`config.mk`:
```
export PLATFORM = sky130hd
export DESIGN_NAME = wsef_ctrl
export DESIGN_NICKNAME = d
export VERILOG_FILES = /design/src/rtl/wsef_pkg.sv /design/src/rtl/wsef_ctrl.sv
export SDC_FILE = /design/constraint.sdc
export NUM_CORES = 1
export LEC_CHECK = 0
export BUFFER_PORTS_ARGS = -buffer_cell sky130_fd_sc_hd__buf_2
export CAP_MARGIN = 0
export CORE_UTILIZATION = 30
export DETAILED_ROUTE_END_ITERATION = 7
export PLACE_DENSITY = 0.49
export SLEW_MARGIN = 20
export SYNTH_ARGS = -nofsm -noshare
export SYNTH_HDL_FRONTEND = slang
export SYNTH_SLANG_ARGS = --single-unit
export TNS_END_PERCENT = 100
```
`constraint.sdc`:
```
create_clock -name clk_i -period 2.3 [get_ports clk_i]
set_clock_uncertainty 0.2 [all_clocks]
set_input_delay 0.46 -clock clk_i [delete_from_list [all_inputs] [get_ports clk_i]]
set_output_delay 0.46 -clock clk_i [all_outputs]
set_load 0.02 [all_outputs]
```
`src/rtl/wsef_pkg.sv`:
```
// Shared constants, types and tables for the wavelet subband energy block.
package wsef_pkg;

  // Frame geometry
  localparam int IMAGE_SIDE = 32;
  localparam int COORD_W    = $clog2(IMAGE_SIDE);

  // Region bounds, one bit wider than a coordinate so 2*B1 fits
  localparam logic [COORD_W:0] SIDE_B1   = (COORD_W + 1)'(IMAGE_SIDE / 2);
  localparam logic [COORD_W:0] SIDE_B2   = (COORD_W + 1)'(IMAGE_SIDE / 4);
  localparam logic [COORD_W:0] SIDE_B3   = (COORD_W + 1)'(IMAGE_SIDE / 8);
  localparam logic [COORD_W:0] SIDE_B1X2 = (COORD_W + 1)'(2 * (IMAGE_SIDE / 2));
  localparam logic [COORD_W:0] SIDE_B2X2 = (COORD_W + 1)'(2 * (IMAGE_SIDE / 4));
  localparam logic [COORD_W:0] SIDE_B3X2 = (COORD_W + 1)'(2 * (IMAGE_SIDE / 8));
  localparam logic [COORD_W-1:0] SIDE_LAST = COORD_W'(IMAGE_SIDE - 1);

  // Datapath widths
  localparam int COEF_W  = 24;
  localparam int SHARE_W = 23;
  localparam int SQ_W    = 2 * COEF_W - 1;
  localparam int SUM_W   = SQ_W - 1 + $clog2(IMAGE_SIDE * IMAGE_SIDE + 1);

  // Share scaling: 100 * 2^16 = 25 * 2^18
  localparam int QUO_W       = SHARE_W;
  localparam int STEP_W      = $clog2(QUO_W);
  localparam int SCALE_MUL   = 25;
  localparam int MUL_W       = 5;
  localparam int SCALE_SHIFT = 18;
  localparam int PRE_SHIFT   = QUO_W - SCALE_SHIFT;
  localparam int S25_W       = SUM_W + MUL_W;
  localparam logic [SHARE_W-1:0] SHARE_MAX = SHARE_W'(SCALE_MUL * (1 << SCALE_SHIFT));

  // Energy sum indexes
  localparam int N_SUMS = 11;
  localparam int SIDX_W = $clog2(N_SUMS);
  localparam logic [SIDX_W-1:0] S_H1 = SIDX_W'(0);
  localparam logic [SIDX_W-1:0] S_H2 = SIDX_W'(1);
  localparam logic [SIDX_W-1:0] S_H3 = SIDX_W'(2);
  localparam logic [SIDX_W-1:0] S_V1 = SIDX_W'(3);
  localparam logic [SIDX_W-1:0] S_V2 = SIDX_W'(4);
  localparam logic [SIDX_W-1:0] S_V3 = SIDX_W'(5);
  localparam logic [SIDX_W-1:0] S_D1 = SIDX_W'(6);
  localparam logic [SIDX_W-1:0] S_D2 = SIDX_W'(7);
  localparam logic [SIDX_W-1:0] S_D3 = SIDX_W'(8);
  localparam logic [SIDX_W-1:0] S_A1 = SIDX_W'(9);
  localparam logic [SIDX_W-1:0] S_A3 = SIDX_W'(10);

  // Output share order
  localparam int N_SHARES = 10;
  localparam int IDX_W    = $clog2(N_SHARES);
  localparam logic [SIDX_W-1:0] OUT_ORDER [N_SHARES] = '{
    S_A3, S_H1, S_H2, S_H3, S_V1, S_V2, S_V3, S_D1, S_D2, S_D3
  };
  localparam logic [IDX_W-1:0] IDX_LAST  = IDX_W'(N_SHARES - 1);
  localparam logic [STEP_W-1:0] STEP_LAST = STEP_W'(QUO_W - 1);

  typedef enum logic [2:0] {
    ST_RUN,
    ST_DRAIN,
    ST_WAIT,
    ST_LOAD,
    ST_DIV,
    ST_WRITE
  } ctrl_state_e;

  typedef struct packed {
    logic             accept;
    logic             load;
    logic             step;
    logic             write;
    logic             clear;
    logic [IDX_W-1:0] share_idx;
  } ctrl_cmd_t;

  typedef struct packed {
    logic last_pixel;
  } dp_status_t;

endpackage

```
`src/rtl/wsef_ctrl.sv`:
```
// Sequencer: frame accumulate, drain, then ten shift-subtract divisions.
module wsef_ctrl (
  input  logic                  clk_i,
  input  logic                  rst_ni,
  input  logic                  in_valid_i,
  output logic                  in_stall_o,
  output logic                  out_valid_o,
  input  logic                  out_stall_i,
  input  wsef_pkg::dp_status_t  status_i,
  output wsef_pkg::ctrl_cmd_t   cmd_o
);

  wsef_pkg::ctrl_state_e              state_q, state_d;
  logic [wsef_pkg::IDX_W-1:0]         idx_q, idx_d;
  logic [wsef_pkg::STEP_W-1:0]        step_q, step_d;
  logic                               out_valid_q, out_valid_d;

  always_ff @(posedge clk_i or negedge rst_ni) begin
    if (!rst_ni) begin
      state_q     <= wsef_pkg::ST_RUN;
      idx_q       <= '0;
      step_q      <= '0;
      out_valid_q <= 1'b0;
    end else begin
      state_q     <= state_d;
      idx_q       <= idx_d;
      step_q      <= step_d;
      out_valid_q <= out_valid_d;
    end
  end

  always_comb begin
    state_d       = state_q;
    idx_d         = idx_q;
    step_d        = step_q;
    out_valid_d   = out_valid_q && out_stall_i;
    cmd_o         = '0;
    cmd_o.share_idx = idx_q;
    unique case (state_q)
      wsef_pkg::ST_RUN: begin
        cmd_o.accept = in_valid_i;
        if (in_valid_i && status_i.last_pixel) begin
          state_d = wsef_pkg::ST_DRAIN;
        end
      end
      wsef_pkg::ST_DRAIN: begin
        // last square lands in the sums this cycle
        state_d = wsef_pkg::ST_WAIT;
      end
      wsef_pkg::ST_WAIT: begin
        if (!out_valid_q) begin
          idx_d   = '0;
          state_d = wsef_pkg::ST_LOAD;
        end
      end
      wsef_pkg::ST_LOAD: begin
        cmd_o.load = 1'b1;
        step_d     = '0;
        state_d    = wsef_pkg::ST_DIV;
      end
      wsef_pkg::ST_DIV: begin
        cmd_o.step = 1'b1;
        step_d     = step_q + wsef_pkg::STEP_W'(1);
        if (step_q == wsef_pkg::STEP_LAST) begin
          state_d = wsef_pkg::ST_WRITE;
        end
      end
      wsef_pkg::ST_WRITE: begin
        cmd_o.write = 1'b1;
        if (idx_q == wsef_pkg::IDX_LAST) begin
          cmd_o.clear = 1'b1;
          out_valid_d = 1'b1;
          state_d     = wsef_pkg::ST_RUN;
        end else begin
          idx_d   = idx_q + wsef_pkg::IDX_W'(1);
          state_d = wsef_pkg::ST_LOAD;
        end
      end
      default: begin
        state_d = wsef_pkg::ST_RUN;
      end
    endcase
  end

  assign in_stall_o  = (state_q != wsef_pkg::ST_RUN);
  assign out_valid_o = out_valid_q;

endmodule

```
---- Word level (Yosys, flattened, before mapping) ----
Index checks and enable logic that the tools add are counted.
word-level totals
  memory bits (writable) .................. 0
  memories ................................ 0
  word-level logic and storage cells ...... 41
  latch bits .............................. 0
  bits of input ports ..................... 5
  flip-flop bits (word level) ............. 13
  ROM bits ................................ 0
  output and inout port bits .............. 11
operators by class
  shift operators ......................... 0
  mux-type cells .......................... 16
  equality and inequality tests ........... 11
  div/mod/pow operators ................... 0
  $mul .................................... 0
  add/subtract/negate cells ............... 2
  order comparisons ....................... 0
  bitwise gates (word level) .............. 0
  reductions and logical operators ........ 8
operators by type and width
  operator               count
  $pmux W3 S6            1
  $pmux W5 S2            1
  $mux W3                3
  $mux W4                2
  $ne A2 B2 Y1 const B   4
  $pmux W4 S2            1
  $eq A3 B2 Y1 const B   2
  $eq A3 B3 Y1 const B   2
  $mux W1                6
  $reduce_and A3 Y1      2
  $add A5 B1 Y5 const B  1
  $eq A5 B5 Y1 const B   1
  $add A4 B1 Y4 const B  1
  $eq A4 B4 Y1 const B   1
  $mux W2                2
  $reduce_bool A2 Y1     2
  $eq A3 B1 Y1 const B   1
  $logic_not A3 Y1       1
  $reduce_bool A3 Y1     1
  $logic_and A1 B1 Y1    2

---- Logic depth before layout (Yosys ltp) ----
Gate-level depths: netlist of run 1.
  word-level depth ........................ 3
  gate-level depth with buffers ........... 5
  depth with buffers taken out ............ 5

---- Least setup slack after synthesis of run 1 ----
OpenSTA, ideal clock, no wires.
  path type ............................... reg2out
  start point ............................. register idx_q[0] (netlist name)
  end point ............................... output cmd_o[4] (netlist name)
  cell stages (with the launch flop) ...... 4
  buffers on the path ..................... 0
  setup slack ............................. 0.323 ns
  arrival time ............................ 1.317 ns
  cell sequence ........................... dfrtp_1 ha_1 nand2_1 nor3_1
RTL lines
  what                    line             text
  from (decl)             wsef_ctrl.sv:14  logic [wsef_pkg::IDX_W-1:0] idx_q, idx_d;
  from (signal assigned)  wsef_ctrl.sv:26  idx_q <= idx_d;
  to (decl)               wsef_ctrl.sv:10  output wsef_pkg::ctrl_cmd_t cmd_o

==> results.py, run 1 <==
metrics = {
    "route": {
        "wl_per_cell_um": 12.1,
        "routed_wl_um": 1390,
        "firstDrtPassIters": 3,
        "drcViolationCount": 0,
        "detail-route-antenna-nets": 0,
        "first_iter_violations": 12,
        "vias": 562,
        "via_per_inst": 4.89,
    },
    "sta": {
        "worst_slack_ns": 0.142,
        "max_freq_mhz": 463,
        "slew_viol_final": 0,
        "worst_pin_slew_ns": 0.437,
        "slew_headroom_pct": 70.6,
        "setup_viol": 0,
        "tns_ns": 0,
        "finalCriticalPeriod_ns": 2.16,
        "rsz0062_at_grt": "no",
        "final_hold_viol_count": 0,
        "period_share_pct": 93.8,
    },
    "critical_path": {
        "endpoint_kind": "primary output",
        "path_class": "reg2out",
        "critical_path_required_ns": 1.64,
        "reg2reg_slack_ns": 0.62,
        "timing.rr.start": "idx_q[1]$_DFFE_PN0P_",
        "cp_top_family": "flip-flops",
        "path_max_fanout": 9,
        "startpoint_type": "flip-flop",
        "worstPathCellList": "or3b_4, inv_2, buf_2",
        "cp.buffers_inverters": 2,
        "reg2reg_depth": 5,
        "cp_data_arrival_time_ns": 1.50,
        "slowest_delay_ns": 0.47,
        "cp_slowest_cell": "dfrtp_1",
        "r2r-end": "state_q[1]$_DFFE_PN0P_",
    },
    "clock_network": {
        "clk_latency_ns": 0.27,
        "clock-sinks": 13,
        "clock_path_buffers": 2,
        "htree_levels": 1,
        "cts_tree": "yes",
        "cts-buffers-inserted": 3,
        "post_cts_resized": 0,
        "clockRootBuffer": "clkbuf_4",
        "hold_buffers": 1,
        "clk_pin_slew_ns": 0.08,
        "post_cts_buffers": 0,
    },
    "synth": {
        "syn_area_per_cell_sq_um": 10.4,
        "ys_warn_count": 0,
        "syn_nets": 78,
        "post-synth-top-count-cell": "dfrtp_1",
        "synth_cell_types": 29,
        "synth_edf_count": 0,
        "async_reset_ff_share_pct": 100,
        "netlist_instances": 69,
        "ys_seq_area_share_pct": 45.5,
        "syn_area_sq_um": 714,
        "synth.area.top_cells": "dfrtp_1, ha_1, mux2i_1, o21ai_0, nand2_1",
        "synthTopCellsByCount": "dfrtp_1, nand2_1, inv_1, o21ai_0, ha_1",
        "synth_top_flop_cell": "dfrtp_1",
        "synth-seq-cells": 13,
        "yosys.area.top_type": "dfrtp_1",
        "netlist.area_leader.share_pct": 45.5,
    },
    "placed_design": {
        "dpl.hpwl_um": 1060,
        "place_inst": 110,
        "place_congestion": 0.691,
        "pre_cts_ws_ns": 0.450,
        "dpl_cell_area_sq_um": 815,
        "io_buffer_count": 15,
    },
    "cells_and_area": {
        "multi_input_area_sq_um": 353,
        "register_area_sq_um": 325,
        "final_nets": 97,
        "area_delta_synth_final_pct": 19.1,
        "fillerInstances": 244,
        "stdcell_count": 115,
        "design_area_sq_um": 851,
        "n_antenna_cell": 0,
        "drive_gt1_share_pct": 25.3,
    },
    "global_route": {
        "grt_max_degree": 14,
        "antenna_found_initial": 0,
        "grt_pass1_wl_um": 2440,
        "overflow": 0,
        "first_global_vias": 561,
        "grt_use_total_pct": 12.9,
    },
    "floorplanning": {
        "num_rows": 17,
        "start_util_pct": 32.0,
        "die-area_sq_um": 2580,
        "die_h_um": 50.8,
        "die_x_um": 50.8,
        "ioPinCount": 16,
        "core_area_sq_um": 2230,
    },
    "hold_path": {
        "hold_path_class": "in2reg",
        "hold_end": "out_valid_o$_DFF_PN0_",
        "holdPathStages": 2,
        "min_from": "out_stall_i",
    },
    "pwr": {
        "p_leak_nw": 0.451,
        "p_per_area_nw_per_um2": 1010,
        "peakVddDrop_mv": 0.474,
        "power_mw": 0.860,
    },
    "run": {
        "max-cap-violations": 0,
    },
    "outcome": {
        "status": "complete, no violations",
    },
}
where the power goes:
group          internal [mW]  leakage (nW)  switching [mW]
clock network         0.0671        0.0150          0.0734
registers              0.284         0.175          0.0924
logic                  0.146         0.261           0.197
total                  0.498         0.451           0.362
final cells by class:
class / count / share of cell area, %
clock buffer: 4 / 3.09
inverter: 7 / 3.09
timing repair buffer: 16 / 10.0
sequential: 13 / 38.2
multi-input combinational: 47 / 41.5
tap: 28 / 4.12
sequential cells by signal, summed over array words and instances, names as in the netlist:
signal / cells
step_q: 5
idx_q: 4
state_q: 3
out_valid_o: 1
cell families (layout without fill, tap and decap cells):
group,count (synthesis),in the layout,synth area share (%)
compound gates,15,15,14.0
fa+ha+maj,4,4,7.01
flops,13,13,45.5
xor+xnor,1,1,1.23
simple gates,22,22,17.7
mux,5,5,9.46
buf+inv,9,27,5.08
worst max path at each step:
stage | from | endpoint | slack (ns) | cells after the start
3_5_place_dp | state_q[1]$_DFFE_PN0P_ | cmd_o[6] | 0.45 | 3
5_1_grt | state_q[0]$_DFFE_PN0P_ | cmd_o[6] | 0.06 | 3
4_1_cts | state_q[1]$_DFFE_PN0P_ | cmd_o[6] | 0.14 | 3
6_report | state_q[1]$_DFFE_PN0P_ | cmd_o[6] | 0.14 | 3
3_3_place_gp | state_q[1]$_DFFE_PN0P_ | cmd_o[6] | 0.47 | 3
2_1_floorplan | idx_q[0]$_DFFE_PN0P_ | cmd_o[4] | 0.32 | 3
cells in the final DEF (no fill, tap or decap), drive strengths merged, types with 2 or more instances in the layout:
cell type and n:
mux2i 4, nand2 7, clkbuf 4, dfrtp 13, ha 4, nand3b 2, nand4 2, nor2 2
a21o 2, nand3 3, buf 15, o21ai 6, inv 7
layer usage:
metal	track usage [%]	wire (um)	up-vias
li1	-	-	286
met1	15.6	685	262
met2	20.2	628	12
met3	5.76	66	2
met4	4.17	13	0
met5	0	0	-
metrics by stage:
stage,hold WS [ns],util [%]
after global placement,0.168,36.5
after floorplan,-0.0356,-
after global routing,0.168,38.1
after CTS,0.188,38.1
after detailed placement,0.168,36.5
final,0.194,38.1
(Power assumes the default switching activity.)
==> inputs of run 2 (changes only) <==
==> constraint.sdc (replaced) <==
create_clock -name clk_i -period 2.3 [get_ports clk_i]
set_clock_uncertainty 0.2 [all_clocks]
set_input_delay 0.46 -clock clk_i [delete_from_list [all_inputs] [get_ports clk_i]]
set_output_delay 0.46 -clock clk_i [all_outputs]
set_load 0.005 [all_outputs]
==> run 2 against run 1 <==
  * Flip-flop and latch count stayed put
  * Non-clock buffer count stayed put
  * Total power is 6.6% lower
  * Wire length is 2.1% lower
  * Sequential share of layout area stayed put
  * Critical path depth stayed put
  * First-iteration DRC count is 33% lower
  * Final cell count stayed put
  * Global-route usage is 0.43 points lower
  * Via count is 1.8% higher
  * Sequential power hardly changed
  * Count of clock-buffer cells in the layout stayed put
  * Largest cell class unchanged
==> results.py, run 2 (synthesis gave the netlist of run 1 again) <==
metrics = {
    "sta": {
        "period_share_pct": 91.6,
        "final_hold_viol_count": 0,
        "setup_viol": 0,
        "max_freq_mhz": 475,
        "slew_viol_final": 0,
        "worst_pin_slew_ns": 0.439,
        "finalCriticalPeriod_ns": 2.11,
        "slew_headroom_pct": 70.4,
        "tns_ns": 0,
        "rsz0062_at_grt": "no",
    },
    "hold_path": {
        "min_from": "out_stall_i",
        "hold_path_class": "in2reg",
        "holdPathStages": 2,
    },
    "floorplanning": {
        "die-area_sq_um": 2580,
        "die_x_um": 50.8,
        "start_util_pct": 32.0,
        "die_h_um": 50.8,
        "core_area_sq_um": 2230,
        "ioPinCount": 16,
        "num_rows": 17,
    },
    "pwr": {
        "p_leak_nw": 0.451,
        "p_per_area_nw_per_um2": 944,
        "peakVddDrop_mv": 0.484,
    },
    "critical_path": {
        "slowest_delay_ns": 0.47,
        "crit_cells": 3,
        "path_max_fanout": 9,
        "cp.buffers_inverters": 2,
        "cp_data_arrival_time_ns": 1.45,
        "timing.rr.start": "state_q[0]$_DFFE_PN0P_",
        "startpoint_type": "flip-flop",
        "cp_top_family": "flip-flops",
        "reg2reg_depth": 3,
        "path_class": "reg2out",
        "worstPathCellList": "or3b_4, inv_2, buf_2",
        "endpoint_kind": "primary output",
        "critical_path_required_ns": 1.64,
        "cp_slowest_cell": "dfrtp_1",
        "startpoint": "state_q[1]$_DFFE_PN0P_",
    },
    "route": {
        "routed_wl_um": 1370,
        "first_iter_violations": 8,
        "vias": 572,
        "via_per_inst": 4.97,
        "detail-route-antenna-nets": 0,
        "firstDrtPassIters": 3,
        "wl_per_cell_um": 11.9,
        "drcViolationCount": 0,
    },
    "clock_network": {
        "cts_tree": "yes",
        "post_cts_buffers": 0,
        "clock-sinks": 13,
        "cts-buffers-inserted": 3,
        "clk_pin_slew_ns": 0.08,
        "hold_buffers": 1,
        "clock_path_buffers": 2,
        "htree_levels": 1,
        "clockRootBuffer": "clkbuf_4",
        "post_cts_resized": 0,
        "clk_latency_ns": 0.27,
    },
    "global_route": {
        "overflow": 0,
        "grtUsageMet3_pct": 3.64,
        "antenna_found_initial": 0,
        "grt_util_met1_pct": 16.4,
        "first_global_vias": 520,
        "grt-busiest-layer": "met2",
        "grt_pass1_wl_um": 2340,
        "grt_use_total_pct": 12.4,
        "met2_usage_pct": 18.7,
        "grt_max_degree": 14,
    },
    "outcome": {
        "status": "complete, no violations",
    },
    "cells_and_area": {
        "largest_reg_flops": 5,
        "final_cell_mix": "buf_2, dfrtp_1, nand2_1",
        "top_regs": "step_q (5), idx_q (4), state_q (3)",
        "area_delta_synth_final_pct": 19.1,
        "drive_gt1_share_pct": 25.3,
        "top_register": "step_q",
        "register_area_sq_um": 325,
        "fillerInstances": 239,
        "multi_input_area_sq_um": 353,
        "stdcell_count": 115,
        "final_util_pct": 38.1,
        "final_nets": 97,
        "n_antenna_cell": 0,
        "mostFrequentLayoutCell": "buf_2",
    },
    "placed_design": {
        "place_congestion": 0.711,
        "place_inst": 110,
        "io_buffer_count": 15,
        "dpl.hpwl_um": 1050,
    },
    "run": {
        "max-cap-violations": 0,
    },
}
run 2: area by class of cell:
cell class	count	area share, %
timing repair buffer	16	10.0
multi-input combinational	47	41.5
inverter	7	3.09
sequential	13	38.2
tap	28	4.12
clock buffer	4	3.09
run 2: where the power goes:
group          internal [mW]  switching, mW
Clock                 0.0671         0.0728
Sequential             0.285         0.0904
Combinational          0.144          0.144
run 2: routing by layer:
| layer | vias to the layer above | routed length, um |
|---|---|---|
| met2 | 12 | 610 |
| met4 | 0 | 13 |
| li1 | 284 | - |
| met3 | 2 | 60 |
| met5 | - | 0 |
| met1 | 274 | 680 |
run 2: through the flow:
| step | area (sq um) | hold WS, ns | setup WS, ns | power [mW] |
|---|---|---|---|---|
| floorplan | 714 | -0.0356 | 0.632 | 0.577 |
| global placement | 815 | 0.166 | 0.522 | 0.669 |
| detailed placement | 815 | 0.165 | 0.503 | 0.671 |
| CTS | 851 | 0.194 | 0.195 | 0.814 |
| global route | 851 | 0.208 | 0.0831 | 0.875 |
| finish | 851 | 0.196 | 0.193 | 0.803 |
run 2: final timing paths:
| kind | slack, ns | endpoint |
|---|---|---|
| min | 0.20 | out_valid_o$_DFF_PN0_ |
| max | 0.19 | cmd_o[6] |
| max reg2reg | 0.61 | idx_q[1]$_DFFE_PN0P_ |
| min reg2reg | 0.30 | step_q[4]$_DFFE_PN0P_ |
| max in group asynchronous | 1.28 | step_q[4]$_DFFE_PN0P_ |
| min in group asynchronous | 0.39 | step_q[1]$_DFFE_PN0P_ |
