File: src/rtl/wsef_pkg.sv
// Shared constants, types and tables for the wavelet subband energy block.
package wsef_pkg;

  // Frame geometry
  localparam int IMAGE_SIDE = 32;
  localparam int COORD_W    = $clog2(IMAGE_SIDE);

  // Region bounds, one bit wider than a coordinate so 2*B1 fits
  localparam logic [COORD_W:0] SIDE_B1   = (COORD_W + 1)'(IMAGE_SIDE / 2);
  localparam logic [COORD_W:0] SIDE_B2   = (COORD_W + 1)'(IMAGE_SIDE / 4);
  localparam logic [COORD_W:0] SIDE_B3   = (COORD_W + 1)'(IMAGE_SIDE / 8);
  localparam logic [COORD_W:0] SIDE_B1X2 = (COORD_W + 1)'(2 * (IMAGE_SIDE / 2));
  localparam logic [COORD_W:0] SIDE_B2X2 = (COORD_W + 1)'(2 * (IMAGE_SIDE / 4));
  localparam logic [COORD_W:0] SIDE_B3X2 = (COORD_W + 1)'(2 * (IMAGE_SIDE / 8));
  localparam logic [COORD_W-1:0] SIDE_LAST = COORD_W'(IMAGE_SIDE - 1);

  // Datapath widths
  localparam int COEF_W  = 24;
  localparam int SHARE_W = 23;
  localparam int SQ_W    = 2 * COEF_W - 1;
  localparam int SUM_W   = SQ_W - 1 + $clog2(IMAGE_SIDE * IMAGE_SIDE + 1);

  // Share scaling: 100 * 2^16 = 25 * 2^18
  localparam int QUO_W       = SHARE_W;
  localparam int STEP_W      = $clog2(QUO_W);
  localparam int SCALE_MUL   = 25;
  localparam int MUL_W       = 5;
  localparam int SCALE_SHIFT = 18;
  localparam int PRE_SHIFT   = QUO_W - SCALE_SHIFT;
  localparam int S25_W       = SUM_W + MUL_W;
  localparam logic [SHARE_W-1:0] SHARE_MAX = SHARE_W'(SCALE_MUL * (1 << SCALE_SHIFT));

  // Energy sum indexes
  localparam int N_SUMS = 11;
  localparam int SIDX_W = $clog2(N_SUMS);
  localparam logic [SIDX_W-1:0] S_H1 = SIDX_W'(0);
  localparam logic [SIDX_W-1:0] S_H2 = SIDX_W'(1);
  localparam logic [SIDX_W-1:0] S_H3 = SIDX_W'(2);
  localparam logic [SIDX_W-1:0] S_V1 = SIDX_W'(3);
  localparam logic [SIDX_W-1:0] S_V2 = SIDX_W'(4);
  localparam logic [SIDX_W-1:0] S_V3 = SIDX_W'(5);
  localparam logic [SIDX_W-1:0] S_D1 = SIDX_W'(6);
  localparam logic [SIDX_W-1:0] S_D2 = SIDX_W'(7);
  localparam logic [SIDX_W-1:0] S_D3 = SIDX_W'(8);
  localparam logic [SIDX_W-1:0] S_A1 = SIDX_W'(9);
  localparam logic [SIDX_W-1:0] S_A3 = SIDX_W'(10);

  // Output share order
  localparam int N_SHARES = 10;
  localparam int IDX_W    = $clog2(N_SHARES);
  localparam logic [SIDX_W-1:0] OUT_ORDER [N_SHARES] = '{
    S_A3, S_H1, S_H2, S_H3, S_V1, S_V2, S_V3, S_D1, S_D2, S_D3
  };
  localparam logic [IDX_W-1:0] IDX_LAST  = IDX_W'(N_SHARES - 1);
  localparam logic [STEP_W-1:0] STEP_LAST = STEP_W'(QUO_W - 1);

  typedef enum logic [2:0] {
    ST_RUN,
    ST_DRAIN,
    ST_WAIT,
    ST_LOAD,
    ST_DIV,
    ST_WRITE
  } ctrl_state_e;

  typedef struct packed {
    logic             accept;
    logic             load;
    logic             step;
    logic             write;
    logic             clear;
    logic [IDX_W-1:0] share_idx;
  } ctrl_cmd_t;

  typedef struct packed {
    logic last_pixel;
  } dp_status_t;

endpackage

File: src/rtl/wsef_datapath.sv
// Position counters, square stage, subband accumulators and share divider.
module wsef_datapath (
  input  logic                                clk_i,
  input  logic                                rst_ni,
  input  logic signed [wsef_pkg::COEF_W-1:0]  coefficient_i,
  input  wsef_pkg::ctrl_cmd_t                 cmd_i,
  output wsef_pkg::dp_status_t                status_o,
  output logic [wsef_pkg::SHARE_W-1:0]        share_o [wsef_pkg::N_SHARES],
  output logic                                zero_energy_o
);

  // {horizontal, vertical, diagonal} membership for one level
  function automatic logic [2:0] level_hit(
    input logic [wsef_pkg::COORD_W:0] row,
    input logic [wsef_pkg::COORD_W:0] col,
    input logic [wsef_pkg::COORD_W:0] bk,
    input logic [wsef_pkg::COORD_W:0] bk2
  );
    logic r_lo, r_hi, c_lo, c_hi;
    r_lo = row < bk;
    r_hi = (row >= bk) && (row < bk2);
    c_lo = col < bk;
    c_hi = (col >= bk) && (col < bk2);
    return {r_hi && c_lo, r_lo && c_hi, r_hi && c_hi};
  endfunction

  logic [wsef_pkg::COORD_W-1:0]   row_q, row_d, col_q, col_d;
  logic [wsef_pkg::COEF_W-1:0]    mag;
  logic [2*wsef_pkg::COEF_W-1:0]  sq_full;
  logic [wsef_pkg::SQ_W-1:0]      sq_q;
  logic [wsef_pkg::COORD_W-1:0]   sq_row_q, sq_col_q;
  logic                           sq_vld_q;

  logic [wsef_pkg::SUM_W-1:0]     sums_q [wsef_pkg::N_SUMS];
  logic [wsef_pkg::SUM_W-1:0]     sums_d [wsef_pkg::N_SUMS];
  logic [wsef_pkg::SUM_W-1:0]     total_q, total_d;
  logic [wsef_pkg::SUM_W-1:0]     sq_ext;
  logic [wsef_pkg::COORD_W:0]     r_x, c_x;
  logic [2:0]                     hit1, hit2, hit3;
  logic                           a1, a3;

  logic [wsef_pkg::SUM_W-1:0]     rem_q, rem_d;
  logic [wsef_pkg::QUO_W-1:0]     feed_q, feed_d, quo_q, quo_d;
  logic [wsef_pkg::S25_W-1:0]     s25;
  logic [wsef_pkg::SUM_W:0]       r2, diff;
  logic                           ge;
  logic                           total_zero;

  logic [wsef_pkg::SHARE_W-1:0]   share_q [wsef_pkg::N_SHARES];
  logic                           zero_q;

  // raster position
  always_comb begin
    row_d = row_q;
    col_d = col_q;
    if (cmd_i.accept) begin
      if (col_q == wsef_pkg::SIDE_LAST) begin
        col_d = '0;
        row_d = (row_q == wsef_pkg::SIDE_LAST) ? '0 : row_q + wsef_pkg::COORD_W'(1);
      end else begin
        col_d = col_q + wsef_pkg::COORD_W'(1);
      end
    end
  end

  assign status_o.last_pixel = (row_q == wsef_pkg::SIDE_LAST) &&
                               (col_q == wsef_pkg::SIDE_LAST);

  // magnitude and square
  assign mag     = coefficient_i[wsef_pkg::COEF_W-1] ? (~coefficient_i + 1'b1) : coefficient_i;
  assign sq_full = mag * mag;

  always_ff @(posedge clk_i or negedge rst_ni) begin
    if (!rst_ni) begin
      row_q    <= '0;
      col_q    <= '0;
      sq_vld_q <= 1'b0;
    end else begin
      row_q    <= row_d;
      col_q    <= col_d;
      sq_vld_q <= cmd_i.accept;
    end
  end

  always_ff @(posedge clk_i) begin
    if (cmd_i.accept) begin
      sq_q     <= sq_full[wsef_pkg::SQ_W-1:0];
      sq_row_q <= row_q;
      sq_col_q <= col_q;
    end
  end

  // accumulate
  always_comb begin
    r_x    = {1'b0, sq_row_q};
    c_x    = {1'b0, sq_col_q};
    sq_ext = wsef_pkg::SUM_W'(sq_q);
    hit1   = level_hit(r_x, c_x, wsef_pkg::SIDE_B1, wsef_pkg::SIDE_B1X2);
    hit2   = level_hit(r_x, c_x, wsef_pkg::SIDE_B2, wsef_pkg::SIDE_B2X2);
    hit3   = level_hit(r_x, c_x, wsef_pkg::SIDE_B3, wsef_pkg::SIDE_B3X2);
    a1     = (r_x < wsef_pkg::SIDE_B1) && (c_x < wsef_pkg::SIDE_B1);
    a3     = (r_x < wsef_pkg::SIDE_B3) && (c_x < wsef_pkg::SIDE_B3);
    sums_d  = sums_q;
    total_d = total_q;
    if (cmd_i.clear) begin
      for (int i = 0; i < wsef_pkg::N_SUMS; i++) begin
        sums_d[i] = '0;
      end
      total_d = '0;
    end else if (sq_vld_q) begin
      if (hit1[2]) sums_d[wsef_pkg::S_H1] = sums_q[wsef_pkg::S_H1] + sq_ext;
      if (hit1[1]) sums_d[wsef_pkg::S_V1] = sums_q[wsef_pkg::S_V1] + sq_ext;
      if (hit1[0]) sums_d[wsef_pkg::S_D1] = sums_q[wsef_pkg::S_D1] + sq_ext;
      if (hit2[2]) sums_d[wsef_pkg::S_H2] = sums_q[wsef_pkg::S_H2] + sq_ext;
      if (hit2[1]) sums_d[wsef_pkg::S_V2] = sums_q[wsef_pkg::S_V2] + sq_ext;
      if (hit2[0]) sums_d[wsef_pkg::S_D2] = sums_q[wsef_pkg::S_D2] + sq_ext;
      if (hit3[2]) sums_d[wsef_pkg::S_H3] = sums_q[wsef_pkg::S_H3] + sq_ext;
      if (hit3[1]) sums_d[wsef_pkg::S_V3] = sums_q[wsef_pkg::S_V3] + sq_ext;
      if (hit3[0]) sums_d[wsef_pkg::S_D3] = sums_q[wsef_pkg::S_D3] + sq_ext;
      if (a1)      sums_d[wsef_pkg::S_A1] = sums_q[wsef_pkg::S_A1] + sq_ext;
      if (a3)      sums_d[wsef_pkg::S_A3] = sums_q[wsef_pkg::S_A3] + sq_ext;
      // total = H1 + V1 + D1 + A1, kept as its own running sum
      if ((|hit1) || a1) total_d = total_q + sq_ext;
    end
  end

  always_ff @(posedge clk_i or negedge rst_ni) begin
    if (!rst_ni) begin
      for (int i = 0; i < wsef_pkg::N_SUMS; i++) begin
        sums_q[i] <= '0;
      end
      total_q <= '0;
    end else begin
      sums_q  <= sums_d;
      total_q <= total_d;
    end
  end

  // restoring divider: floor(sum * 25 * 2^18 / total), one quotient bit per step
  assign s25        = wsef_pkg::S25_W'(sums_q[wsef_pkg::OUT_ORDER[cmd_i.share_idx]]) *
                      wsef_pkg::S25_W'(wsef_pkg::SCALE_MUL);
  assign r2         = {rem_q, feed_q[wsef_pkg::QUO_W-1]};
  assign diff       = r2 - {1'b0, total_q};
  assign ge         = (r2 >= {1'b0, total_q});
  assign total_zero = (total_q == '0);

  always_comb begin
    rem_d  = rem_q;
    feed_d = feed_q;
    quo_d  = quo_q;
    if (cmd_i.load) begin
      rem_d  = s25[wsef_pkg::PRE_SHIFT +: wsef_pkg::SUM_W];
      feed_d = {s25[wsef_pkg::PRE_SHIFT-1:0], {wsef_pkg::SCALE_SHIFT{1'b0}}};
      quo_d  = '0;
    end else if (cmd_i.step) begin
      rem_d  = ge ? diff[wsef_pkg::SUM_W-1:0] : r2[wsef_pkg::SUM_W-1:0];
      feed_d = {feed_q[wsef_pkg::QUO_W-2:0], 1'b0};
      quo_d  = {quo_q[wsef_pkg::QUO_W-2:0], ge};
    end
  end

  always_ff @(posedge clk_i) begin
    rem_q  <= rem_d;
    feed_q <= feed_d;
    quo_q  <= quo_d;
    for (int i = 0; i < wsef_pkg::N_SHARES; i++) begin
      if (cmd_i.write && (cmd_i.share_idx == wsef_pkg::IDX_W'(i))) begin
        share_q[i] <= total_zero ? '0 : quo_q;
      end
    end
    if (cmd_i.write) begin
      zero_q <= total_zero;
    end
  end

  assign share_o       = share_q;
  assign zero_energy_o = zero_q;

endmodule

File: config.mk
export PLATFORM = sky130hd
export DESIGN_NAME = wsef_datapath
export DESIGN_NICKNAME = d
export VERILOG_FILES = /design/src/rtl/wsef_pkg.sv /design/src/rtl/wsef_datapath.sv
export SDC_FILE = /design/constraint.sdc
export NUM_CORES = 2
export LEC_CHECK = 0
export BUFFER_PORTS_ARGS = -buffer_cell sky130_fd_sc_hd__buf_2
export CORE_MARGIN = 2
export CORE_UTILIZATION = 48
export CTS_CLUSTER_SIZE = 10
export DETAILED_ROUTE_END_ITERATION = 6
export PLACE_DENSITY = 0.66
export SETUP_SLACK_MARGIN = 0.5
export SYNTH_ARGS = -nofsm -noshare
export SYNTH_HDL_FRONTEND = slang
export SYNTH_SLANG_ARGS = --single-unit
File: constraint.sdc
create_clock -name clk_i -period 5.4 [get_ports clk_i]
set_clock_uncertainty 0.2 [all_clocks]
set_input_delay 0.27 -clock clk_i [delete_from_list [all_inputs] [get_ports clk_i]]
set_output_delay 0.27 -clock clk_i [all_outputs]
set_load 0.01 [all_outputs]
# After elaboration in Yosys (flattened, before gate mapping)
# Memory sizes are Yosys's and may differ from the RTL's.
# Cells that the tools add are included.
classes:
  shifts: 0
  n_reduce_logical: 57
  add_sub_neg: 16
  mux: 30
  div_mod_pow: 0
  multipliers: 2
  eq_ne: 11
  n_lt_le_gt_ge: 15
  bitwise_logic: 3
op_table:
  columns: ["op", "count"]
  rows:
  - ["627-bit 2-to-1 mux", 2]
  - ["57-bit 2-to-1 mux", 19]
  - ["57-bit by 47-bit adder with 57-bit output", 12]
  - ["57-bit binary-select mux with 4-bit select", 1]
  - ["23-bit 2-to-1 mux", 3]
  - ["57-bit by 5-bit multiplier with 62-bit output, second input constant", 1]
  - ["58-bit by 57-bit >= comparator with 1-bit output", 1]
  - ["57-bit zero test", 1]
  - ["57-bit subtractor", 1]
  - ["24-bit by 24-bit multiplier with 47-bit output", 1]
  - ["2-bit nonzero test", 14]
  - ["1-bit logical AND", 26]
  - ["2-bit AND reduction", 13]
  - ["24-bit by 1-bit adder with 24-bit output, second input constant", 1]
  - ["24-bit 2-to-1 mux", 1]
  - ["24-bit inverter", 1]
  - ["5-bit >= comparator, second input constant", 4]
  - ["4-bit by 3-bit == test with 1-bit output, second input constant", 4]
  - ["5-bit by 1-bit adder with 5-bit output, second input constant", 2]
  - ["5-bit == test, second input constant", 2]
  - ["5-bit by 3-bit >= comparator with 1-bit output, second input constant", 2]
  - ["5-bit by 4-bit >= comparator with 1-bit output, second input constant", 2]
  - ["5-bit by 3-bit less-than comparator with 1-bit output, second input constant", 2]
  - ["5-bit by 4-bit less-than comparator with 1-bit output, second input constant", 2]
  - ["other kinds (10)", 16]
totals:
  reg_bits: 1068
  out_inout_bits: 232
  latch_bits: 0
  mem_count: 1
  elab_cells: 167
  mem_bits_ro: 64
  ram_bits: 0
  input_bits: 35
mem_list:
  columns: ["memory", "depth", "width", "read_ports", "rd_ports_with_merged_regs", "write_ports", "line", "text"]
  rows:
  - ["(no name shown)", 16, 4, 1, 0, 0, "wsef_datapath.sv:140", "assign s25 = wsef_pkg::S25_W'(sums_q[wsef_pkg::OUT_ORDER[cmd_i.share_idx]]) *"]

# Depth between registers and ports, before layout
depth:
  word_depth: 10
  depth_mapped: 39

# Worst setup path before layout
# No wires, ideal clock.
synth_path:
  path_type: "input -> register"
  startpoint: "in coefficient_i[0] (netlist name)"
  endpoint: "reg sq_q[43] (netlist name) (data pin)"
  slack_ns: -3.637
  stages: 37
  arrival_ns: 8.572
  required_ns: 4.935
  n_path_buf: 3
  setup_time_ns: 0.265
  path_cell_list: "clkbuf_1 inv_1 clkbuf_1 ha_1 nand2b_1 nor3_1 nand2_1 or4_1 o21ai_0 xor2_1 inv_1 clkbuf_1 nand2_1 fa_1 inv_1 fa_1 fa_1 inv_1 fa_1 inv_1 fa_1 inv_1 fa_1 inv_1 fa_1 ha_1 a21o_1 a211oi_1 o21ai_0 a32o_1 o31ai_1 o211ai_1 o31a_1 o21a_1 nor2_1 o21ai_0 xor2_1"
synth_via:
  elab_chain_cells: 4
synth_lines:
  columns: ["element", "line", "text"]
  rows:
  - ["start, declared", "wsef_datapath.sv:5", "input logic signed [wsef_pkg::COEF_W-1:0] coefficient_i,"]
  - ["24-bit inverter", "wsef_datapath.sv:70", "assign mag = coefficient_i[wsef_pkg::COEF_W-1] ? (~coefficient_i + 1'b1) : coefficient_i;"]
  - ["24-bit by 1-bit adder with 24-bit output", "wsef_datapath.sv:70", null]
  - ["24-bit 2-to-1 mux *", "wsef_datapath.sv:70", null]
  - ["24-bit by 24-bit multiplier with 47-bit output *", "wsef_datapath.sv:71", "assign sq_full = mag * mag;"]
  - ["via sq_full, one bit", "wsef_datapath.sv:29", "logic [2*wsef_pkg::COEF_W-1:0] sq_full;"]
  - ["end signal, assigned", "wsef_datapath.sv:87", "sq_q <= sq_full[wsef_pkg::SQ_W-1:0];"]
  - ["end, declared", "wsef_datapath.sv:30", "logic [wsef_pkg::SQ_W-1:0] sq_q;"]
# Mark *: on every way through the listed nets, which the timed path passes. The rest lies on a longest branch.
# A chain may end at the register's enable or synchronous reset.

# Final worst setup path
layout_path:
  startpoint: "in coefficient_i[12] (netlist name)"
  endpoint: "reg sq_q[45] (netlist name) (data pin)"
# Same word-level chain as after synthesis.

==> metrics.md <==
| Metric | Value |
|---|---|
| Drt first pass iters | `6` |
| Period minus WS final | `roughly 8.2 ns` |
| Worst setup SP type | `primary input` |
| Slew @ Worst Pin | `~1.4 ns` |
| WP data arrival | `between 8 and 9 ns` |
| Port Buffers | `266` |
| Total GRT Usage | `0.301` |
| Largest net degree at the start of global routing | `roughly 150` |
| Final Net Count | `14.5k` |
| Setup ws final | `-2.84 ns` |
| Final GP Congestion | `about 1.0` |
| TritonCTS clock tree | `built` |
| Top_reg_cell synth | `dfrtp_1` |
| Mapped Cells | `~12k` |
| Max incr delay on CP | `0.56 ns` |
| Clk_lat worst skew | `roughly 0.84 ns` |
| Most used cell, CP | `fa_1` |
| Status | `finished with violations` |
| Endpoint type of the worst setup path | `register` |
| RSZ-0062 raised after global routing | `true` |
| Max clock buf depth | `3` |
| WP data required | `~5.8 ns` |
| Die Y-Extent | `~460 um` |
| Post-synth EDFFs | `between 300 and 400` |
| Wire per inst | `between 20 and 25 um` |
| First-pass GRT wire length | `~510000 um` |
| Largest cells by area after synthesis | `dfrtp_1 (17%), ha_1 (12%), edfxtp_1 (10%)` |
| DR vias/cell | `roughly 5.8` |
| Yosys reg bits | `approximately 1.1k` |
| HP Class | `in2reg` |
| Starting Density | `0.483` |
| Root cell of the clock tree | `clkbuf_16` |
| Yosys cell types | `123` |
| Detail Route Antenna Nets | `0` |
| Core box area | `around 210000 sq um` |
| Layout cell share with drive strength beyond 1 | `0.199` |
| Design Area, Final | `123000 sq um` |
| Max FO, Critical Path | `3` |
| Worst Setup Path Type | `in2reg` |
| Final Hold Vio Count | `0` |
| Sequential cell area fraction in the yosys report | `0.282` |
| Yosys warnings | `0` |
| Failing checks | `negative setup slack` |
| Worst slew margin | `0.0831` |
| Die width | `approximately 460 um` |
| DRT iter0 DRCs | `slightly below 7k` |
| Setup violators final | `66` |
| Max-Cap Viols | `0` |
| Count leader, synth | `nand2_1` |
| Clock Sinks | `1063` |
| Pre-CTS WS | `-3.94 ns` |
| Synthesized area per cell | `slightly below 9 sq um` |
| Hold WS | `about 0.067 ns` |
| Leading area contributor after synthesis | `dfrtp_1` |
| Vias in the first global route | `92.4k` |
| Clk slew on worst S/H paths | `about 0.070 ns` |
| Slowest-stage cell, CP | `fa_1` |
| DRC Markers | `0` |
| H-tree levels | `4` |
| Layout area overhead | `23.4%` |
| Grt ovf | `0` |
| Filler cells | `17.8k` |
| Utilization after layout | `0.596` |
| Tcrit/Tclk final | `1.53` |
| Synthesized area | `around 100000 sq um` |
| Yosys top cell area share | `0.174` |
| Synth cell count leaders | `nand2_1 (1601), inv_1 (1061), ha_1 (970)` |
| Multi-input logic area | `between 60000 and 70000 sq um` |
| CTS buffer count | `around 140` |
| I/O Pins | `around 270` |
| Post-DP HPWL | `about 250000 um` |
| Die ar. | `about 210000 sq um` |
| Routed WL | `roughly 320000 um` |
| Seq. cell area | `about 28000 sq um` |
| Fin. max-slew vios | `0` |
| Async SR Flop Fraction | `0.654` |
| # rows | `about 170` |
| Fmax | `approximately 120 MHz` |
| DR vias | `slightly above 90k` |
| Placed inst area | `roughly 110000 sq um` |
| Initial antenna violation count | `6` |
## through the flow
step / TNS (ns) / std cells
floorplan: -78.77 / 11600
global placement: -154.39 / 15400
detailed placement: -162.97 / 15400
CTS: -69.02 / 15800
global route: -92.03 / 15800
finish: -79.65 / 15800
## kinds of logic after synthesis
logic type / synth area share
adder cells (fa/ha/maj): 0.217
flip-flops: 0.282
AO/OA/AOI/OAI: 0.210
buffers and inverters: 0.0587
AND/OR/NAND/NOR: 0.152
other: 0.0000752
XOR/XNOR: 0.0623
multiplexers: 0.0170
## sequential cells by signal (all words and copies together) (netlist names)
register       flops
sq_col_q           3
zero_energy_o      1
total_q           57
col_q              5
sq_vld_q           1
sq_q              46
quo_q             23
share_o          230
row_q              5
sums_q           627
sq_row_q           3
feed_q             5
rem_q             57
## worst paths after layout
path / slack [ns] / from / end / cells after the start
worst max-delay path: -2.84 / coefficient_i[12] / sq_q[45] / 36
worst min-delay path: 0.07 / cmd_i[2] / share_o[52] / 5
worst max register to register: -0.33 / sums_q[412] / rem_q[54] / 26
worst min register to register: 0.30 / col_q[4] / sq_col_q[4] / 0
max in group asynchronous: 4.02 / rst_ni / sums_q[521] / 3
min in group asynchronous: 0.11 / rst_ni / total_q[46] / 3
## what timing repair did
| item | CTS | global route |
|---|---|---|
| cloned | 6 | 1 |
| hold buffers | 11 | 0 |
| resized for setup | 432 | 227 |
| pin swaps | 182 | 176 |
| endpoints found under the hold margin | 484 | 0 |
| endpoints found under the setup margin | 90 | 114 |
| buffers inserted | 108 | 41 |
## cell type report
cell class              instances  area share
multi-input cells            8980       0.562
flip-flops and latches       1063       0.229
repair buffers               1773       0.114
inverters                    1066      0.0327
clock buffers                 215      0.0312
well taps                    2704      0.0275
clock inverters                29     0.00422
diodes                          1   0.0000203
## worst max-delay path, delay by kind of cell
family	cells	cell delay (ns)
buf+inv	9	0.71
compound gates	9	1.68
simple gates	8	1.97
fa+ha+maj	8	3.73
xor+xnor	2	0.23
## per-layer routing
metal,track usage,up-vias,part of all wire
li1,-,43500,-
met2,0.525,2876,0.49
met4,0.127,2,0.047
met5,0,-,0.000040
met3,0.0371,758,0.056
met1,0.374,44900,0.41
## placed cells by master (no fill, tap or decap), types with 151 or more instances in the layout
cell / n
nand3_1: 290
edfxtp_1: 345
nand2_1: 1560
buf_2: 256
a21oi_1: 804
buf_4: 1327
ha_1: 901
xor2_1: 295
inv_1: 1000
dfrtp_1: 694
o21ai_0: 727
o211ai_1: 151
xnor2_1: 379
a21o_1: 433
fa_1: 466
nor2_1: 617
Power is not shown: default switching activity piles up to over one toggle a cycle in this logic, so the estimate is an artifact.
